File: src/rtl/core/swgs_pkg.sv
package swgs_pkg;

  // Field widths
  localparam int unsigned SCORE_W    = 17;
  localparam int unsigned IDX_W      = 16;
  localparam int unsigned DENOM_W    = 24;
  localparam int unsigned RATIO_W    = 16;
  localparam int unsigned FRAC_W     = 16;
  localparam int unsigned LIMIT_W    = RATIO_W + DENOM_W;
  localparam int unsigned CFG_IDX_W  = 8;
  localparam int unsigned CFG_DATA_W = 24;

  // Scores per first-level peak group in the back end
  localparam int unsigned GROUP_LEN = 4;

  // Register reset values
  localparam logic [IDX_W-1:0]   QUERY_INDEX_RST      = 16'd0;
  localparam logic [DENOM_W-1:0] DENOM_RST            = 24'd65536;
  localparam logic [IDX_W-1:0]   EXCLUSION_RADIUS_RST = 16'd100;
  localparam logic [RATIO_W-1:0] REJECT_RATIO_RST     = 16'd19661;

  typedef enum logic [CFG_IDX_W-1:0] {
    REG_QUERY_INDEX      = 8'd0,
    REG_DENOM            = 8'd1,
    REG_EXCLUSION_RADIUS = 8'd2,
    REG_REJECT_RATIO     = 8'd3
  } cfg_reg_e;

  typedef struct packed {
    logic [IDX_W-1:0]   query_index;
    logic [DENOM_W-1:0] denom;
    logic [IDX_W-1:0]   exclusion_radius;
    logic [RATIO_W-1:0] reject_ratio;
  } cfg_t;

  typedef struct packed {
    logic             found;
    logic [IDX_W-1:0] best_index;
    logic [IDX_W-1:0] window_end;
  } res_t;

endpackage

File: src/rtl/core/swgs_fifo.sv
module swgs_fifo #(
  parameter int unsigned DATA_W = 8,
  parameter int unsigned DEPTH  = 2
) (
  input  logic              clk_i,
  input  logic              rst_ni,
  input  logic              push_i,
  input  logic [DATA_W-1:0] data_i,
  output logic              full_o,
  input  logic              pop_i,
  output logic [DATA_W-1:0] data_o,
  output logic              empty_o
);

  localparam int unsigned PTR_W = (DEPTH > 1) ? $clog2(DEPTH) : 1;
  localparam int unsigned CNT_W = $clog2(DEPTH + 1);

  logic [DATA_W-1:0] mem_q [DEPTH];
  logic [PTR_W-1:0]  wr_ptr_q, wr_ptr_d;
  logic [PTR_W-1:0]  rd_ptr_q, rd_ptr_d;
  logic [CNT_W-1:0]  cnt_q, cnt_d;
  logic              wr_en, rd_en;

  assign full_o  = (cnt_q == CNT_W'(DEPTH));
  assign empty_o = (cnt_q == '0);
  assign wr_en   = push_i && !full_o;
  assign rd_en   = pop_i && !empty_o;
  assign data_o  = mem_q[rd_ptr_q];

  // Advance pointers with wrap at the queue depth
  always_comb begin
    wr_ptr_d = wr_ptr_q;
    rd_ptr_d = rd_ptr_q;
    cnt_d    = cnt_q;
    if (wr_en) begin
      wr_ptr_d = (wr_ptr_q == PTR_W'(DEPTH - 1)) ? '0 : wr_ptr_q + 1'b1;
    end
    if (rd_en) begin
      rd_ptr_d = (rd_ptr_q == PTR_W'(DEPTH - 1)) ? '0 : rd_ptr_q + 1'b1;
    end
    if (wr_en && !rd_en) begin
      cnt_d = cnt_q + 1'b1;
    end else if (!wr_en && rd_en) begin
      cnt_d = cnt_q - 1'b1;
    end
  end

  always_ff @(posedge clk_i or negedge rst_ni) begin
    if (!rst_ni) begin
      wr_ptr_q <= '0;
      rd_ptr_q <= '0;
      cnt_q    <= '0;
    end else begin
      wr_ptr_q <= wr_ptr_d;
      rd_ptr_q <= rd_ptr_d;
      cnt_q    <= cnt_d;
    end
  end

  // Store the incoming beat
  always_ff @(posedge clk_i) begin
    if (wr_en) begin
      mem_q[wr_ptr_q] <= data_i;
    end
  end

endmodule

File: src/rtl/core/swgs_front.sv
module swgs_front #(
  parameter int unsigned WINDOW_LEN  = 9,
  parameter int unsigned MAX_ENTRIES = 65536,
  parameter int unsigned SUM_W       = 20,
  parameter int unsigned MID_W       = 173
) (
  input  logic                              clk_i,
  input  logic                              rst_ni,
  input  swgs_pkg::cfg_t                    cfg_i,
  input  logic                              push_i,
  input  logic [swgs_pkg::SCORE_W-1:0]      score_i,
  input  logic                              last_i,
  output logic                              full_o,
  output logic                              mid_push_o,
  output logic [MID_W-1:0]                  mid_data_o,
  input  logic                              mid_full_i
);

  localparam int unsigned CNT_W = $clog2(MAX_ENTRIES + 1);

  logic [CNT_W-1:0]                                cnt_q;
  logic [WINDOW_LEN-1:0][swgs_pkg::SCORE_W-1:0]    win_q, win_new;
  logic [WINDOW_LEN-1:0]                           pass_q, pass_new;
  logic [SUM_W-1:0]                                sum_q, sum_new;
  logic [swgs_pkg::LIMIT_W-1:0]                    limit;
  logic [swgs_pkg::LIMIT_W-1:0]                    score_scaled;
  logic [swgs_pkg::IDX_W-1:0]                      idx, query_gap;
  logic                                            accept, active, score_pass, qual;

  assign full_o = mid_full_i;
  assign accept = push_i && !mid_full_i;
  assign active = (cnt_q < CNT_W'(MAX_ENTRIES));
  assign idx    = swgs_pkg::IDX_W'(cnt_q);

  // Threshold test: score * 2^16 >= reject_ratio * denom
  assign limit        = swgs_pkg::LIMIT_W'(cfg_i.reject_ratio)
                      * swgs_pkg::LIMIT_W'(cfg_i.denom);
  assign score_scaled = swgs_pkg::LIMIT_W'({score_i, {swgs_pkg::FRAC_W{1'b0}}});
  assign score_pass   = (score_scaled >= limit);

  // Shift the new score in at the top, oldest drops out at slot 0
  assign win_new  = {score_i, win_q[WINDOW_LEN-1:1]};
  assign pass_new = {score_pass, pass_q[WINDOW_LEN-1:1]};
  assign sum_new  = sum_q + SUM_W'(score_i) - SUM_W'(win_q[0]);

  // Classify the window that ends at this entry
  always_comb begin
    query_gap = (cfg_i.query_index > idx) ? (cfg_i.query_index - idx)
                                          : (idx - cfg_i.query_index);
    qual = active
        && (idx >= swgs_pkg::IDX_W'(WINDOW_LEN - 1))
        && (query_gap >= cfg_i.exclusion_radius)
        && (&pass_new);
  end

  assign mid_push_o = accept;
  assign mid_data_o = {win_new, sum_new, idx, qual, last_i};

  // Hold the window state; clear it at the end of a list
  always_ff @(posedge clk_i or negedge rst_ni) begin
    if (!rst_ni) begin
      cnt_q  <= '0;
      win_q  <= '0;
      pass_q <= '0;
      sum_q  <= '0;
    end else if (accept) begin
      if (last_i) begin
        cnt_q  <= '0;
        win_q  <= '0;
        pass_q <= '0;
        sum_q  <= '0;
      end else if (active) begin
        cnt_q  <= cnt_q + 1'b1;
        win_q  <= win_new;
        pass_q <= pass_new;
        sum_q  <= sum_new;
      end
    end
  end

endmodule

File: src/rtl/core/swgs_back.sv
module swgs_back #(
  parameter int unsigned WINDOW_LEN = 9,
  parameter int unsigned SUM_W      = 20,
  parameter int unsigned MID_W      = 173
) (
  input  logic              clk_i,
  input  logic              rst_ni,
  input  logic              mid_empty_i,
  input  logic [MID_W-1:0]  mid_data_i,
  output logic              mid_pop_o,
  output logic              res_push_o,
  output swgs_pkg::res_t    res_o,
  input  logic              res_full_i
);

  localparam int unsigned GL   = swgs_pkg::GROUP_LEN;
  localparam int unsigned NG   = (WINDOW_LEN + GL - 1) / GL;
  localparam int unsigned KW   = $clog2(WINDOW_LEN);
  localparam int unsigned SW   = swgs_pkg::SCORE_W;
  localparam int unsigned IW   = swgs_pkg::IDX_W;

  // Unpacked view of the queue head
  logic [WINDOW_LEN-1:0][SW-1:0] m_win;
  logic [SUM_W-1:0]              m_sum;
  logic [IW-1:0]                 m_end;
  logic                          m_qual, m_last;

  assign {m_win, m_sum, m_end, m_qual, m_last} = mid_data_i;

  // Stage registers
  logic                     s1_valid_q;
  logic [NG-1:0][SW-1:0]    g_val_q, g_val_d;
  logic [NG-1:0][KW-1:0]    g_k_q, g_k_d;
  logic [SUM_W-1:0]         s1_sum_q;
  logic [IW-1:0]            s1_end_q;
  logic                     s1_qual_q, s1_last_q;

  // Best window of the current list
  logic [SUM_W-1:0]         best_sum_q;
  logic [IW-1:0]            best_peak_q, best_end_q;
  logic                     any_q;

  logic                     fire, load;
  logic [SW-1:0]            pk_val;
  logic [KW-1:0]            pk_k;
  logic [IW-1:0]            peak_idx;
  logic                     win;

  assign fire      = s1_valid_q && (!s1_last_q || !res_full_i);
  assign load      = !mid_empty_i && (!s1_valid_q || fire);
  assign mid_pop_o = load;

  // First level: peak of each group of scores, lowest slot on ties
  always_comb begin
    for (int g = 0; g < NG; g++) begin
      g_val_d[g] = '0;
      g_k_d[g]   = KW'(g * GL);
      for (int j = 0; j < GL; j++) begin
        if ((g * GL + j) < WINDOW_LEN) begin
          if (m_win[g * GL + j] > g_val_d[g]) begin
            g_val_d[g] = m_win[g * GL + j];
            g_k_d[g]   = KW'(g * GL + j);
          end
        end
      end
    end
  end

  always_ff @(posedge clk_i or negedge rst_ni) begin
    if (!rst_ni) begin
      s1_valid_q <= 1'b0;
    end else if (load) begin
      s1_valid_q <= 1'b1;
    end else if (fire) begin
      s1_valid_q <= 1'b0;
    end
  end

  always_ff @(posedge clk_i) begin
    if (load) begin
      g_val_q   <= g_val_d;
      g_k_q     <= g_k_d;
      s1_sum_q  <= m_sum;
      s1_end_q  <= m_end;
      s1_qual_q <= m_qual;
      s1_last_q <= m_last;
    end
  end

  // Second level: peak across groups, then judge against the best sum
  always_comb begin
    pk_val = '0;
    pk_k   = '0;
    for (int g = 0; g < NG; g++) begin
      if (g_val_q[g] > pk_val) begin
        pk_val = g_val_q[g];
        pk_k   = g_k_q[g];
      end
    end
    peak_idx = s1_end_q - IW'(WINDOW_LEN - 1) + IW'(pk_k);
    win      = s1_qual_q && (s1_sum_q > best_sum_q);
  end

  // Build the result from this beat's verdict and the running best
  always_comb begin
    res_push_o       = fire && s1_last_q;
    res_o.found      = win || any_q;
    res_o.best_index = win ? peak_idx : (any_q ? best_peak_q : '0);
    res_o.window_end = win ? s1_end_q : (any_q ? best_end_q : '0);
  end

  // Update the best window; drop it after the result of a list
  always_ff @(posedge clk_i or negedge rst_ni) begin
    if (!rst_ni) begin
      best_sum_q  <= '0;
      best_peak_q <= '0;
      best_end_q  <= '0;
      any_q       <= 1'b0;
    end else if (fire) begin
      if (s1_last_q) begin
        best_sum_q  <= '0;
        best_peak_q <= '0;
        best_end_q  <= '0;
        any_q       <= 1'b0;
      end else if (win) begin
        best_sum_q  <= s1_sum_q;
        best_peak_q <= peak_idx;
        best_end_q  <= s1_end_q;
        any_q       <= 1'b1;
      end
    end
  end

endmodule

File: src/rtl/core/score_window_group_select.sv
// Sliding-window group select over a stream of similarity scores.
//
// Input queue side: present score_i/last_i and raise push; a beat is taken at
// an edge where push is high and full is low. Scores belong to entries 0, 1,
// 2, ... of a list; last_i ends it. One beat a cycle is taken while full is low.
// Result queue side: while empty is low, found_o/best_index_o/window_end_o
// show the oldest result; pop takes it. One result per list, on its last beat.
// An accepted last beat passes the front queue, then the first-level peak
// registers, then the peak and best-sum compare into the result queue.
// The front end shifts the window and keeps a running sum; a two-entry queue
// feeds the back end, which finds the window peak in a two-level registered
// search and keeps the best window. A two-entry result queue holds results,
// so a stalled receiver holds results while inputs keep flowing until both
// internal queues fill, then full rises.
// Configuration: cfg_valid_i/cfg_ready_o with cfg_index_i and cfg_data_i;
// ready is always high. Write registers only while the block is idle.
// Reset: registers go to their defaults, both queues empty, list state clear.
module score_window_group_select #(
  parameter int unsigned WINDOW_LEN  = 9,
  parameter int unsigned MAX_ENTRIES = 65536
) (
  input  logic                                 clk_i,
  input  logic                                 rst_ni,
  input  logic                                 push,
  output logic                                 full,
  input  logic [swgs_pkg::SCORE_W-1:0]         score_i,
  input  logic                                 last_i,
  output logic                                 empty,
  input  logic                                 pop,
  output logic                                 found_o,
  output logic [swgs_pkg::IDX_W-1:0]           best_index_o,
  output logic [swgs_pkg::IDX_W-1:0]           window_end_o,
  input  logic                                 cfg_valid_i,
  output logic                                 cfg_ready_o,
  input  logic [swgs_pkg::CFG_IDX_W-1:0]       cfg_index_i,
  input  logic [swgs_pkg::CFG_DATA_W-1:0]      cfg_data_i
);

  localparam int unsigned SUM_W =
      $clog2(WINDOW_LEN * (2 ** swgs_pkg::SCORE_W - 1) + 1);
  localparam int unsigned MID_W =
      WINDOW_LEN * swgs_pkg::SCORE_W + SUM_W + swgs_pkg::IDX_W + 2;
  localparam int unsigned Q_DEPTH = 2;

  swgs_pkg::cfg_t cfg_q;
  swgs_pkg::res_t res_in, res_out;

  logic             mid_push, mid_full, mid_pop, mid_empty;
  logic [MID_W-1:0] mid_wdata, mid_rdata;
  logic             res_push, res_full;

  // Configuration registers
  assign cfg_ready_o = 1'b1;

  always_ff @(posedge clk_i or negedge rst_ni) begin
    if (!rst_ni) begin
      cfg_q.query_index      <= swgs_pkg::QUERY_INDEX_RST;
      cfg_q.denom            <= swgs_pkg::DENOM_RST;
      cfg_q.exclusion_radius <= swgs_pkg::EXCLUSION_RADIUS_RST;
      cfg_q.reject_ratio     <= swgs_pkg::REJECT_RATIO_RST;
    end else if (cfg_valid_i && cfg_ready_o) begin
      case (swgs_pkg::cfg_reg_e'(cfg_index_i))
        swgs_pkg::REG_QUERY_INDEX: begin
          cfg_q.query_index <= cfg_data_i[swgs_pkg::IDX_W-1:0];
        end
        swgs_pkg::REG_DENOM: begin
          cfg_q.denom <= cfg_data_i[swgs_pkg::DENOM_W-1:0];
        end
        swgs_pkg::REG_EXCLUSION_RADIUS: begin
          cfg_q.exclusion_radius <= cfg_data_i[swgs_pkg::IDX_W-1:0];
        end
        swgs_pkg::REG_REJECT_RATIO: begin
          cfg_q.reject_ratio <= cfg_data_i[swgs_pkg::RATIO_W-1:0];
        end
        default: begin
        end
      endcase
    end
  end

  swgs_front #(
    .WINDOW_LEN  (WINDOW_LEN),
    .MAX_ENTRIES (MAX_ENTRIES),
    .SUM_W       (SUM_W),
    .MID_W       (MID_W)
  ) u_front (
    .clk_i      (clk_i),
    .rst_ni     (rst_ni),
    .cfg_i      (cfg_q),
    .push_i     (push),
    .score_i    (score_i),
    .last_i     (last_i),
    .full_o     (full),
    .mid_push_o (mid_push),
    .mid_data_o (mid_wdata),
    .mid_full_i (mid_full)
  );

  swgs_fifo #(
    .DATA_W (MID_W),
    .DEPTH  (Q_DEPTH)
  ) u_mid_q (
    .clk_i   (clk_i),
    .rst_ni  (rst_ni),
    .push_i  (mid_push),
    .data_i  (mid_wdata),
    .full_o  (mid_full),
    .pop_i   (mid_pop),
    .data_o  (mid_rdata),
    .empty_o (mid_empty)
  );

  swgs_back #(
    .WINDOW_LEN (WINDOW_LEN),
    .SUM_W      (SUM_W),
    .MID_W      (MID_W)
  ) u_back (
    .clk_i       (clk_i),
    .rst_ni      (rst_ni),
    .mid_empty_i (mid_empty),
    .mid_data_i  (mid_rdata),
    .mid_pop_o   (mid_pop),
    .res_push_o  (res_push),
    .res_o       (res_in),
    .res_full_i  (res_full)
  );

  swgs_fifo #(
    .DATA_W ($bits(swgs_pkg::res_t)),
    .DEPTH  (Q_DEPTH)
  ) u_res_q (
    .clk_i   (clk_i),
    .rst_ni  (rst_ni),
    .push_i  (res_push),
    .data_i  (res_in),
    .full_o  (res_full),
    .pop_i   (pop),
    .data_o  (res_out),
    .empty_o (empty)
  );

  assign found_o      = res_out.found;
  assign best_index_o = res_out.best_index;
  assign window_end_o = res_out.window_end;

`ifndef SYNTHESIS
  a_res_no_overflow: assert property (@(posedge clk_i) disable iff (!rst_ni)
    !(res_push && res_full))
    else $error("result beat pushed into a full result queue");

  a_not_found_zero: assert property (@(posedge clk_i) disable iff (!rst_ni)
    (!empty && !found_o) |-> (best_index_o == '0 && window_end_o == '0))
    else $error("empty result carries nonzero index fields");

  a_peak_in_window: assert property (@(posedge clk_i) disable iff (!rst_ni)
    (!empty && found_o) |->
      (window_end_o >= swgs_pkg::IDX_W'(WINDOW_LEN - 1) &&
       best_index_o <= window_end_o &&
       best_index_o >= window_end_o - swgs_pkg::IDX_W'(WINDOW_LEN - 1)))
    else $error("peak index lies outside the winning window");
`endif

endmodule

File: config.mk
export PLATFORM = sky130hd
export DESIGN_NAME = score_window_group_select
export DESIGN_NICKNAME = d
export VERILOG_FILES = /design/src/rtl/core/swgs_pkg.sv /design/src/rtl/core/swgs_fifo.sv /design/src/rtl/core/swgs_front.sv /design/src/rtl/core/swgs_back.sv /design/src/rtl/core/score_window_group_select.sv
export SDC_FILE = /design/constraint.sdc
export NUM_CORES = 2
export LEC_CHECK = 0
export BUFFER_PORTS_ARGS = -buffer_cell sky130_fd_sc_hd__buf_2
export CORE_ASPECT_RATIO = 0.8
export CORE_MARGIN = 2
export CORE_UTILIZATION = 55
export CTS_CLUSTER_DIAMETER = 40
export DETAILED_ROUTE_END_ITERATION = 6
export PLACE_DENSITY_LB_ADDON = 0.3
export SYNTH_ARGS = -nofsm -noshare
export SYNTH_HDL_FRONTEND = slang
export SYNTH_HIERARCHICAL = 1
export SYNTH_SLANG_ARGS = --single-unit
File: constraint.sdc
create_clock -name clk_i -period 11.2 [get_ports clk_i]
set_input_delay 2.24 -clock clk_i [delete_from_list [all_inputs] [get_ports clk_i]]
set_output_delay 2.24 -clock clk_i [all_outputs]
set_load 0.1 [all_outputs]
==> run_results.csv <==
group,metric,value,unit
clock_network,clkSlewWorstSetupHoldPaths,0.06,ns
timing,fin_crit_sh,81.3,%
clock_network,cts_buffers,106,
cells_and_area,drive_above_1_share,14.3,%
critical_path,criticalPathCategory,"reg -> reg",
timing,worst_pin_slew,1.22,ns
timing,setup_viol,0,
critical_path,required,11.67,ns
route,drt_iter0_markers,3309,
placement,place_ws,2.09,ns
logic_synthesis,seq_area_frac_synth,43.9,%
clock_network,clock-sinks,878,
critical_path,cp_slowest_stage_delay,0.93,ns
timing,setup_slack,2.09,ns
timing,relSlewSlack,17.5,%
critical_path,arrival,9.58,ns
logic_synthesis,ys_async_sr_fraction,38.0,%
timing,rsz0062_at_grt,"no",
critical_path,endpoint,"u_mid_q/mem_q[1][1]",
global_routing,gr-usage-all-layers,25.1,%
clock_network,clockRootBuffer,"clkbuf_16",
placement,dp_hpwl,91.6,mm
critical_path,cp.depth,28,
power,p_total,17.0,mW
route,drt-pass1-iter-count,7,
timing,hold_viol_final,0,
logic_synthesis,synth_flop_cell,"edfxtp_1",
outcome,violations,"design-rule violations",
outcome,status,"finished with violations",
placement,placed_cells,5930,
logic_synthesis,synthesis.nets,5631,
floorplanning,core.rowCount,104,
timing,report.final.slew_viol_count,0,
timing,period_needed,9.11,ns
floorplanning,core_area,0.101,mm²
logic_synthesis,synth_cell_types,108,
clock_network,clk_path_buf_depth,3,
hold_path,hp-class,"reg -> reg",
route,antenna_left,0,
critical_path,path_buf_inv,1,
placement,io_buffers,89,
global_routing,grt-ovfl-total,0,
logic_synthesis,ys_top_cells_by_count,"inv_1 (656), edfxtp_1 (544), nand2_1 (533)",
critical_path,slowest_stage,"dfrtp_1",
route,via_count,35500,
timing,tns,0,ns
global_routing,grt_max_degree,139,
critical_path,rr_endpoint,"u_mid_q/mem_q[1][1]",
critical_path,r2r_cells,28,
route,drc,9,
logic_synthesis,ys_seq_elements,878,
clock_network,clk_latency,0.72,ns
critical_path,path_delay_family,"adder cells",
logic_synthesis,syn_area,0.0562,mm²
logic_synthesis,yosysTopAreaCellShare,29.0,%
route,wl_per_cell,21.3,µm
power,leakagePower,26.4,nW
route,wirelength,130,mm
global_routing,grt_pass1_wl,206,mm
logic_synthesis,synth_most_common_cell,"inv_1",
cells_and_area,nNetsFinal,5470,
critical_path,crit_path_end_kind,"flop",
clock_network,holdBufCountCts,0,
route,via_per_inst,5.78,
cells_and_area,final_util,59.5,%
critical_path,crit_fanout,25,
floorplanning,num_io_pins,91,
floorplanning,start_util,55.7,%
logic_synthesis,synth_top_cell_by_area,"edfxtp_1",
floorplanning,dieWidth,362,µm
floorplanning,die_y,290,µm
critical_path,worst_setup_path_start_kind,"flop",
logic_synthesis,synth_edf_count,544,
logic_synthesis,synthTopCellsByArea,"edfxtp_1 (29%), dfrtp_1 (14%), fa_1 (12%)",
floorplanning,die_area,0.105,mm²
logic_synthesis,synth-warning-count,6,
timing,clock.fmax,110,MHz
timing,clock_skew,0.0535,ns
placement,place_congestion,0.935,
critical_path,reg2reg_slack,2.09,ns
global_routing,grt_pass1_vias,36300,
power,p_per_area,283,mW/mm²
flow_run,maxCapViolCount,0,
cells_and_area,syn2layout_area_growth,6.87,%
global_routing,antenna_found_initial,6,
critical_path,worstSetupStartpoint,"cfg_q[1]",
power,ir_drop,0.253,mV
cells_and_area,final_cells,6136,
clock_network,cts_tree,"yes",
logic_synthesis,syn_avg_cell_area,11.5,µm²
clock_network,post_cts_buffers,0,
critical_path,r2r_start,"cfg_q[1]",
logic_synthesis,netlist_instances,4875,
clock_network,cts_resized,0,
clock_network,cts.htree.levels,3,
critical_path,cpMostUsedCell,"fa_1",
==> worst min-delay path, cell delays in order, from the launching register on <==
cell and delay (ns):
edfxtp_1 0.34, nand2_1 0.05, o21ai_0 0.06
==> cell type report <==
cell class	count	area [µm²]
fillers	8049	40900
multi-input cells	2946	26700
flip-flops and latches	878	24700
clock buffers	131	2830
inverters	659	2470
well taps	1325	1660
clock inverters	71	961
repair buffers	123	746
diodes	3	7.51
==> cell usage in the layout, fill, tap and decap left out, drive strengths merged, types with 65 or more instances in the layout <==
cell and instances:
nand2 534, ha 375, dfrtp 322, a21oi 155, o21ai 145, edfxtp 544, mux2 321, and2 150
a22o 146, xnor2 65, inv 683, mux2i 84, buf 123, nor2 91, clkbuf 131, fa 326
==> flip-flops by register name, indices dropped and copies added, names as in the netlist, 2 cells and up <==
| register | cells |
|---|---|
| cfg_q | 72 |
| u_back/best_end_q | 16 |
| u_back/best_peak_q | 16 |
| u_back/best_sum_q | 21 |
| u_back/g_k_q | 4 |
| u_back/g_val_q | 51 |
| u_back/s1_end_q | 16 |
| u_back/s1_sum_q | 21 |
| u_front/cnt_q | 17 |
| u_front/mid_data_o | 136 |
| u_front/pass_q | 8 |
| u_front/sum_q | 21 |
| u_front/win_q | 17 |
| u_mid_q/cnt_q | 2 |
| u_mid_q/mem_q | 384 |
| u_res_q/cnt_q | 2 |
| u_res_q/mem_q | 66 |
==> per-stage QoR <==
step                      hold WS [ns]  cell area, µm²
final                            0.455           60100
after global routing             0.489           60100
after CTS                        0.456           60100
after detailed placement         0.460           56300
after global placement           0.460           56300
after floorplan                  0.451           56300
==> kinds of logic after synthesis <==
| group | Yosys count | share of synthesized area, % |
|---|---|---|
| buffers and inverters | 1051 | 8.69 |
| and+or+nand+nor | 995 | 8.40 |
| DFF | 878 | 43.9 |
| AOI/OAI and AO/OA | 749 | 9.42 |
| adders and majority gates | 701 | 19.9 |
| muxes | 405 | 8.12 |
| xor gates and xnor gates | 95 | 1.49 |
| other | 1 | 0.00667 |
==> where the power goes <==
group,switching [mW],internal (mW),total (mW)
combinational,5.04,3.01,8.06
sequential,0.540,4.79,5.33
clock,1.49,2.11,3.61
==> per-layer routing <==
metal / wire, µm / track usage, % / vias to the layer above
met4: 3600 / 7.26 / 2
met1: 59200 / 36.3 / 17800
met3: 10700 / 6.73 / 189
li1: - / - / 16300
met2: 56900 / 37.2 / 1208
met5: 11 / 0 / -
==> worst min-delay path by stage <==
stage	slack, ns	cells past startpoint	to	from
CTS	0.46	2	u_back/best_sum_q[5]	u_back/s1_sum_q[5]
finish	0.46	2	u_back/best_sum_q[0]	u_back/s1_sum_q[0]
global placement	0.46	0	u_mid_q/mem_q[0][17]	u_front/cnt_q[15]
detailed placement	0.46	0	u_mid_q/mem_q[0][17]	u_front/cnt_q[15]
global route	0.49	0	u_mid_q/mem_q[0][17]	u_front/cnt_q[15]
floorplan	0.45	2	u_back/best_sum_q[0]	u_back/s1_sum_q[0]
Power figures use the tool's default switching activity.
